==> src/hdl/ilid_pkg.sv <==
// Package for the indexed list insert/delete core.
// Holds the fixed sizes, request kinds, status codes and beat/control structs.
// No dependencies.
package ilid_pkg;

  localparam int VALUE_W  = 32;
  localparam int POS_W    = 32;
  localparam int KIND_W   = 3;
  localparam int STAT_W   = 2;
  localparam int LEN_W    = 7;
  localparam int CAPACITY = 64;
  localparam int IDX_W    = $clog2(CAPACITY);
  localparam int CNT_W    = LEN_W;

  localparam logic [KIND_W-1:0] KIND_GET      = 3'd0;
  localparam logic [KIND_W-1:0] KIND_INS_HEAD = 3'd1;
  localparam logic [KIND_W-1:0] KIND_INS_TAIL = 3'd2;
  localparam logic [KIND_W-1:0] KIND_INS_AT   = 3'd3;
  localparam logic [KIND_W-1:0] KIND_DEL_AT   = 3'd4;

  localparam logic [STAT_W-1:0] ST_DONE    = 2'd0;
  localparam logic [STAT_W-1:0] ST_INVALID = 2'd1;
  localparam logic [STAT_W-1:0] ST_FULL    = 2'd2;

  typedef struct packed {
    logic [KIND_W-1:0]         kind;
    logic signed [POS_W-1:0]   position;
    logic signed [VALUE_W-1:0] value;
  } req_t;

  typedef struct packed {
    logic signed [VALUE_W-1:0] read_value;
    logic [STAT_W-1:0]         status;
    logic [LEN_W-1:0]          length;
  } rsp_t;

  // Broadcast to every cell of the chain.
  typedef struct packed {
    logic               sample;  // capture the read tap this cycle
    logic               get;     // read tap selects the cell at 'at'
    logic               ins;     // open a slot at 'at', shift upper cells up
    logic               del;     // close slot 'at', shift upper cells down
    logic [IDX_W-1:0]   at;
    logic [VALUE_W-1:0] wdata;
  } cell_ctl_t;

endpackage

==> src/hdl/ilid_cell.sv <==
// One storage cell of the element chain.
// Depends on ilid_pkg for the control struct and widths.
module ilid_cell
  import ilid_pkg::*;
(
  input  logic               clk,
  input  logic [IDX_W-1:0]   idx,
  input  cell_ctl_t          ctl,
  input  logic [VALUE_W-1:0] left,
  input  logic [VALUE_W-1:0] right,
  output logic [VALUE_W-1:0] elem,
  output logic [VALUE_W-1:0] rd
);

  logic hit;
  logic above;

  assign hit   = (idx == ctl.at);
  assign above = (idx > ctl.at);

  always_ff @(posedge clk) begin
    if (ctl.ins) begin
      if (hit) begin
        elem <= ctl.wdata;
      end else if (above) begin
        elem <= left;
      end
    end else if (ctl.del) begin
      if (hit || above) begin
        elem <= right;
      end
    end
  end

  // Masked read tap: only the addressed cell contributes, the rest give zero.
  always_ff @(posedge clk) begin
    if (ctl.sample) begin
      rd <= (ctl.get && hit) ? elem : '0;
    end
  end

endmodule

==> config.mk <==
export PLATFORM = sky130hd
export DESIGN_NAME = ilid_cell
export DESIGN_NICKNAME = d
export VERILOG_FILES = /design/src/hdl/ilid_pkg.sv /design/src/hdl/ilid_cell.sv
export SDC_FILE = /design/constraint.sdc
export NUM_CORES = 1
export LEC_CHECK = 0
export BUFFER_PORTS_ARGS = -buffer_cell sky130_fd_sc_hd__clkbuf_2
export CORE_ASPECT_RATIO = 0.7
export CORE_UTILIZATION = 40
export CTS_BUF_LIST = sky130_fd_sc_hd__clkbuf_16
export CTS_CLUSTER_DIAMETER = 200
export DETAILED_ROUTE_END_ITERATION = 6
export GPL_TIMING_DRIVEN = 0
export PLACE_DENSITY = 0.81
export SLEW_MARGIN = 20
export SYNTH_ARGS = -nofsm -noshare
export SYNTH_HDL_FRONTEND = slang
export SYNTH_SLANG_ARGS = --single-unit
==> constraint.sdc <==
create_clock -name clk -period 9.3 [get_ports clk]
set_clock_uncertainty 0.1 [all_clocks]
set_input_delay 1.86 -clock clk [delete_from_list [all_inputs] [get_ports clk]]
set_output_delay 1.86 -clock clk [all_outputs]
set_load 0.01 [all_outputs]
==> reports/metrics.cfg, run 1 <==
[die]
rows=26
die_y_um=76.8
pin_count=177
initial_core_util_pct=42.5
die_x_um=109
core-area_um2=7510
die_area_um2=8360

[clocking]
cts_tree=built
cts_made_buffers=9
cts_hold_buf=0
cts_setup_buffers=0
clock_latency_ns=0.32
clk_pin_slew_ns=0.05
cts_sinks=64
clockRootBuffer=clkbuf_16
cts_buffer_depth=2
ctsHtreeMaxLevel=3
cts_resized=0

[global_route]
antenna_found_initial=0
grt_first_pass_wirelength_mm=14.4
grt_usage_pct=22.8
overflow=0
grt_max_degree=33
grt_pass1_vias=2899

[routing]
drcViolationCount=0
vias=3066
drt_first_pass_iters=5
antenna_left=0
viasPerCell=5.40
dr.first_iter.drc_count=259
drt-wirelength-per-cell_um=16.8
wirelength_mm=9.53

[layout]
syn2layout_area_growth_pct=41.7
fill_cells=643
final_cell_mix=clkbuf_2 (175), edfxtp_1 (64), nor2_1 (33)
post-route-util_pct=60.3
nets=585
final_common_cell=clkbuf_2
drive_gt1_share_pct=44.7
final_area_um2=4530
n_antenna_cell=0

[synth]
yosysSeqAreaShare_pct=60.1
synth_top_area_share_pct=60.1
syn_nets=398
ys_seq_elements=64
syn_inst=279
syn_area_um2=3200
yosysUniqueCellTypes=23
yosys.area.top_type=edfxtp_1
syn_area_per_cell_um2=11.5
synth_warnings=0
synth_area_leaders=edfxtp_1 (60%), a31oi_1 (6.3%), and3_1 (6.3%)

[setup_path]
crit_chain=clkbuf_2 > inv_1 > ha_1 > and4_4 > buf_12 > buf_12 > nand3_1 > a41oi_4 > buf_8
path_class=in2reg
critPathMaxFanout=20
critPathMaxStageDelay_ns=0.45
worstPathArrival_ns=3.68
cp_slowest_cell=a41oi_4
worstPathRequired_ns=9.21
worst_setup_path_start_kind=primary input
worst_setup_path_end_kind=flip-flop
crit_path_frequent_cell=buf_12
reg2reg_slack_ns=8.34

[power_and_ir_drop]
powerDensity_nw_per_um2=186
p_leak_nw=2.11
vdd_drop_max_mv=0.0927

[sta]
fin_ws_ns=5.53
finalSetupViolations=0
max_freq_mhz=265
tightest_slew_ns=0.822
hold_viol=0
period_share_pct=40.6
rsz0062_at_grt=false
slew_headroom_pct=45.2
finalSetupTns_ns=0
slew_violations=0
period_minus_slack_ns=3.77

[job]
drv_cap=0

[placement]
dpl.hpwl_mm=7.22
io_buffers=175
place_area_um2=4230
place_ws_ns=5.17
gp_congestion=0.842

[outcome]
status=finished, final reports clean

[min_path]
holdCritPathClass=reg2reg

## layer usage
layer,part of all wire (%),track usage (%)
met5,0,0
met1,44,29.9
met4,1.3,7.97
met3,7.9,5.53
met2,47,36.8
## sequential cells by signal, indices dropped and copies added, names as in the netlist
name and cells:
rd 32, elem 32
## cells in the mapped netlist, drive strengths merged
cell,instances
a31oi,32
inv,6
a41oi,1
nor2b,1
nand2,1
buf,18
nand4,33
a21oi,1
clkbuf,13
nand3,2
ha,6
a21o,1
edfxtp,64
o21ai,33
and4,1
and3,32
nor2,34
## cell type report
cell class | instances | area (um2) | area share [%]
buffer | 31 | 213 | 4.70
clock buffer | 9 | 225 | 4.97
clock inverter | 6 | 76.3 | 1.69
inverter | 6 | 22.5 | 0.497
multi-input combinational | 178 | 1060 | 23.3
sequential | 64 | 1920 | 42.4
tap | 98 | 123 | 2.71
timing repair buffer | 176 | 891 | 19.7
## report_power, final
group / switching [mW] / total [mW] / leakage, nW / internal, mW
clock: 0.111 / 0.341 / 0.152 / 0.229
sequential: 0.0131 / 0.363 / 0.652 / 0.350
combinational: 0.0802 / 0.137 / 1.30 / 0.0563
## final timing paths
path,cells after the start,startpoint,to
hold / removal,1,elem[22]$_DFFE_PP_,rd[22]$_SDFFCE_PN0P_
hold reg to reg,1,elem[22]$_DFFE_PP_,rd[22]$_SDFFCE_PN0P_
setup / recovery,9,ctl[37],elem[10]$_DFFE_PP_
setup reg to reg,1,elem[13]$_DFFE_PP_,rd[13]$_SDFFCE_PN0P_
## kinds of logic (layout without fill, tap and decap cells)
logic type | count (synthesis) | in the layout | share of synthesized area (%)
simple gates | 104 | 104 | 18.1
compound gates | 68 | 68 | 12.1
flops | 64 | 64 | 60.1
buf+inv | 37 | 228 | 7.36
fa+ha+maj | 6 | 6 | 2.35
## critical path, delay by kind of cell
kind,cells,cell delay [ns]
AOI/OAI and AO/OA,1,0.45
adders and majority gates,1,0.35
buffers and inverters,5,0.62
and+or+nand+nor,2,0.37
## through the flow
stage / power [mW] / hold slack, ns / std cells
CTS: 0.847 / 0.479 / 568
global route: 0.874 / 0.490 / 568
global placement: 0.500 / 0.460 / 552
detailed placement: 0.505 / 0.466 / 553
floorplan: 0.430 / 0.527 / 279
finish: 0.841 / 0.482 / 568
(Power assumes the default switching activity.)
==> inputs of run 2 (changes only) <==
Clock period 9.3 ns to 3.6 ns, I/O delays scaled along.
==> run 2 against run 1 <==
  * Combinational power rose to 2.6 times the previous value
  * Utilization is essentially flat
  * Sequential power rose to 2.6 times the previous value
  * Non-clock buffer count unchanged
  * Sequential cell count stayed put
  * Power rose to 2.6 times the previous value
  * Design area about the same
  * Critical path type unchanged
  * Highest routed layer unchanged
==> reports/metrics.cfg, run 2 (same netlist as run 1, synthesis figures left out) <==
[layout]
drive_gt1_share_pct=44.9
fill_cells=611
final_common_cell=clkbuf_2
syn2layout_area_growth_pct=41.8
nets=585
final_cell_mix=clkbuf_2 (175), edfxtp_1 (64), nor2_1 (33)
post-route-util_pct=60.3
reg_top3=elem: 32 flops, rd: 32 flops
n_antenna_cell=0

[setup_path]
critPathMaxFanout=21
r2r-end=rd[22]$_SDFFCE_PN0P_
worstPathArrival_ns=2.51
timing.critical_path.to=elem[1]$_DFFE_PP_
worst_setup_path_end_kind=flip-flop
path_class=in2reg
worstPathRequired_ns=3.52
worst_setup_path_start_kind=primary input
reg2reg_slack_ns=2.64
crit_path_start=ctl[37]
reg2reg_depth=1
rr_startpoint=elem[22]$_DFFE_PP_

[clocking]
clockRootBuffer=clkbuf_16
cts_sinks=64
cts_buffer_depth=2
cts_resized=0
cts_tree=built
cts_hold_buf=0
cts_made_buffers=9
cts_setup_buffers=0
clk_pin_slew_ns=0.05
ctsHtreeMaxLevel=3
clock_latency_ns=0.32

[die]
die_y_um=76.8
core-area_um2=7510
initial_core_util_pct=42.5
rows=26
die_area_um2=8360
pin_count=177
die_x_um=109

[sta]
finalSetupViolations=0
hold_viol=0
period_share_pct=72.1
rsz0062_at_grt=false
whs_ns=0.486
max_freq_mhz=385
slew_headroom_pct=44.8
tightest_slew_ns=0.828
slew_violations=0
period_minus_slack_ns=2.59

[power_and_ir_drop]
powerDensity_nw_per_um2=481
p_leak_nw=2.11
vdd_drop_max_mv=0.221

[routing]
antenna_left=0
wl_met3_um=818
viasPerCell=5.39
drcViolationCount=0
drt-wirelength-per-cell_um=17.2
wirelength_mm=9.78
vias=3064
route.met2.wl_mm=4.76
drt_first_pass_iters=4
dr.first_iter.drc_count=268
met1Wirelength_mm=4.14
topRoutingLayerUsed=met4

[placement]
gp_congestion=0.901
io_buffers=175
dpl.hpwl_mm=7.62

[outcome]
status=finished, final reports clean

[min_path]
holdCritPathClass=reg2reg
hold_path_depth=1

[global_route]
grt_first_pass_wirelength_mm=14.6
antenna_found_initial=0
overflow=0
grt_max_degree=33
grt_pass1_vias=2901
grt_usage_pct=23.4

[job]
drv_cap=0

## run 2: how the worst min path moves through the flow
stage	from	end	slack [ns]
after floorplan	elem[0]$_DFFE_PP_	rd[0]$_SDFFCE_PN0P_	0.53
after global placement	elem[2]$_DFFE_PP_	rd[2]$_SDFFCE_PN0P_	0.47
after detailed placement	elem[10]$_DFFE_PP_	rd[10]$_SDFFCE_PN0P_	0.48
after CTS	elem[10]$_DFFE_PP_	rd[10]$_SDFFCE_PN0P_	0.49
after global routing	elem[8]$_DFFE_PP_	rd[8]$_SDFFCE_PN0P_	0.50
final	elem[10]$_DFFE_PP_	rd[10]$_SDFFCE_PN0P_	0.49
## run 2: cell type report
type	count	area, um2	share of cell area (%)
plain buffers	31	213	4.69
repair buffers	176	891	19.7
multi-input cells	178	1060	23.3
flip-flops and latches	64	1920	42.4
clock inverters	6	77.6	1.71
well taps	98	123	2.71
inverters	6	22.5	0.497
clock buffers	9	225	4.97
## run 2: routing by layer
metal,global-route usage (%),up-vias
met5,0,-
met2,40.2,180
met4,5.14,0
li1,-,1457
met1,29.7,1418
met3,5.78,9
## run 2: power by group
group          leakage [nW]  switching (mW)  total [mW]  internal [mW]
registers             0.652          0.0359       0.941          0.905
clock network         0.158           0.296       0.890          0.594
logic                  1.30           0.205       0.350          0.145
total                  2.11           0.537        2.18           1.64
## run 2: worst max-delay path: stages
cell	delay (ns)
clkbuf_2	0.07
inv_1	0.03
ha_1	0.33
and4_4	0.25
buf_12	0.13
buf_12	0.12
nand3_1	0.13
a41oi_4	0.43
buf_8	0.26
## run 2: through the flow
| step | cell area [um2] | power (mW) | std cells | worst slack, ns | TNS [ns] |
|---|---|---|---|---|---|
| 2_1_floorplan | 3200 | 1.11 | 279 | 0.523 | 0 |
| 3_3_place_gp | 4200 | 1.29 | 552 | -0.0499 | -1.48 |
| 3_5_place_dp | 4230 | 1.31 | 553 | 0.663 | 0 |
| 4_1_cts | 4530 | 2.19 | 568 | 1.00 | 0 |
| 5_1_grt | 4530 | 2.26 | 568 | 0.877 | 0 |
| 6_report | 4530 | 2.18 | 568 | 1.01 | 0 |
==> inputs of run 3 (changes only) <==
Settings changed: ABC_AREA from default to 1, PLACE_DENSITY 0.81 to 0.83.
Clock period 3.6 ns to 2.2 ns, I/O delays scaled along.
==> run 3 against run 2 <==
  * Worst hold slack got worse by 0.19 ns
  * Sequential share of layout area is 1.6 points lower
  * Worst setup slack lost 0.89 ns
  * The run now ends with DRC left
==> reports/metrics.cfg, run 3 <==
[placement]
place_ws_ns=-0.381
place_area_um2=4380
placed_cells=650
gp_congestion=0.901
io_buffers=175
dpl.hpwl_mm=6.80

[sta]
fin_ws_ns=0.113
hold_viol=0
period_share_pct=94.9
rsz0062_at_grt=false
period_minus_slack_ns=2.09
slew_violations=0
max_freq_mhz=479
tightest_slew_ns=0.819
finalSetupViolations=0
slew_headroom_pct=45.4

[global_route]
grt_max_degree=33
antenna_found_initial=0
grt_usage_pct=20.2
grt_first_pass_wirelength_mm=13.6
overflow=0
grt_pass1_vias=2863

[layout]
final_cell_mix=clkbuf_2 (175), nand2_1 (105), inv_1 (75)
n_antenna_cell=0
final_area_um2=4710
stdcell_count=667
drive_gt1_share_pct=37.1
nets=680
post-route-util_pct=58.8
final_common_cell=clkbuf_2
syn2layout_area_growth_pct=39.8
seq_area_um2=1920
multi_input_area_um2=1050
reg_top3=elem: 32 flops, rd: 32 flops
fill_cells=701

[clocking]
cts_buffer_depth=2
cts_tree=built
cts_hold_buf=0
clockRootBuffer=clkbuf_16
clk_pin_slew_ns=0.06
cts_made_buffers=9
cts_sinks=64
ctsHtreeMaxLevel=3
clock_latency_ns=0.32

[die]
die_y_um=78.8
rows=27
core-area_um2=8010
die_x_um=112
initial_core_util_pct=42.1
die_area_um2=8800
pin_count=177

[power_and_ir_drop]
p_int_mw=2.71
power_frac_clock_pct=42.4
p_sw_share_pct=25.3
pwr-share-seq_pct=42.4
p_leak_nw=2.61
p_switching_uw=915
comb_power_share_pct=15.2
p_total_mw=3.62
vdd_drop_max_mv=0.395
powerDensity_nw_per_um2=769

[outcome]
failed_checks=DRC
status=finished with violations

[setup_path]
rr_startpoint=elem[19]$_DFFE_PP_
path_class=in2reg
worst_setup_path_start_kind=primary input
critPathMaxFanout=16
reg2reg_slack_ns=1.32
timing.critical_path.to=elem[14]$_DFFE_PP_
worstPathArrival_ns=1.97
worstPathRequired_ns=2.08
worst_setup_path_end_kind=flip-flop
reg2reg_depth=2
r2r-end=rd[19]$_SDFFCE_PN0P_
crit_path_start=ctl[37]

[synth]
synth_common_cells=nand2_1 (105), inv_1 (76), edfxtp_1 (64)
async_flop_share_pct=0
synth.most_common_cell=nand2_1
synth_area_leaders=edfxtp_1 (57%), nand2_1 (12%), inv_1 (8.5%)
yosys.area.top_type=edfxtp_1
synth_warnings=0
syn_inst=374
synth_edf_count=64
yosysUniqueCellTypes=19
syn_nets=493
synth-main-ff-cell=edfxtp_1
syn_area_um2=3370
synth_top_area_share_pct=57.0
ys_seq_elements=64
syn_area_per_cell_um2=9.01
yosysSeqAreaShare_pct=57.0

[routing]
wirelength_mm=8.88
dr.first_iter.drc_count=181
vias=3014
drt-wirelength-per-cell_um=13.3
antenna_left=0
viasPerCell=4.52
drcViolationCount=11
drt_first_pass_iters=7

[job]
drv_cap=0

[min_path]
holdCritPathClass=in2reg

[run 3: cell count changes after synthesis, sizes merged, moves of 4 or more]
cell and delta:
nand3b +32, nand2 +105, buf -4, nand3 +32, a31oi -32, and3 -32, nand4 -33, o21ai -33
clkbuf -8, inv +71
[run 3: area by class of cell]
cell class / instances / share of cell area (%)
Inverter: 77 / 6.22
Sequential cell: 64 / 40.8
Tap cell: 101 / 2.68
Timing Repair inverter: 1 / 0.159
Clock inverter: 7 / 2.18
Multi-Input combinational cell: 214 / 22.2
Buffer: 19 / 2.39
Timing Repair Buffer: 175 / 18.6
Clock buffer: 9 / 4.78
[run 3: power by group through the flow]
stage	combinational (mW)	clock, mW	sequential (mW)
detailed placement	0.548	0	1.56
floorplan	0.209	0	1.61
finish	0.551	1.53	1.54
global placement	0.533	0	1.56
global route	0.610	1.61	1.55
CTS	0.556	1.56	1.54
[run 3: repair_timing]
item,4_1_cts,5_1_grt
buffers inserted,0,0
gates resized for setup,1,0
setup endpoints to repair,32,0
[run 3: worst min path at each step]
stage,from,endpoint,slack (ns),cells past startpoint
after floorplan,ctl[41],rd[0]$_SDFFCE_PN0P_,0.45,0
after global placement,elem[16]$_DFFE_PP_,rd[16]$_SDFFCE_PN0P_,0.45,2
after CTS,right[13],elem[13]$_DFFE_PP_,0.28,3
after global routing,right[6],elem[6]$_DFFE_PP_,0.29,3
final,right[13],elem[13]$_DFFE_PP_,0.29,3
after detailed placement,elem[16]$_DFFE_PP_,rd[16]$_SDFFCE_PN0P_,0.46,2
[run 3: worst max-delay path, cell delays in order]
cell and delay (ns):
clkbuf_2 0.08, inv_1 0.03, ha_1 0.28, nand2_1 0.10
nor2_4 0.26, nand2_4 0.14, nand3_1 0.11, nand2_1 0.16
clkinvlp_4 0.35
[run 3: kinds of logic after synthesis]
family	Yosys count	synth area share [%]
buf+inv	96	11.9
simple gates	206	28.4
fa+ha+maj	6	2.23
flops	64	57.0
compound gates	2	0.371
[run 3: metal layers]
layer / vias to the layer above / global-route usage [%] / share of wire, %
met1: 1339 / 25.0 / 44
met5: - / 0 / 0
li1: 1547 / - / -
met2: 117 / 34.5 / 48
met4: 0 / 7.30 / 1.2
met3: 11 / 4.96 / 7.0
[run 3: through the flow]
step           TNS, ns  hold slack [ns]
2_1_floorplan        0            0.452
3_3_place_gp    -10.32            0.451
3_5_place_dp    -12.10            0.465
4_1_cts              0            0.284
5_1_grt              0            0.294
6_report             0            0.292
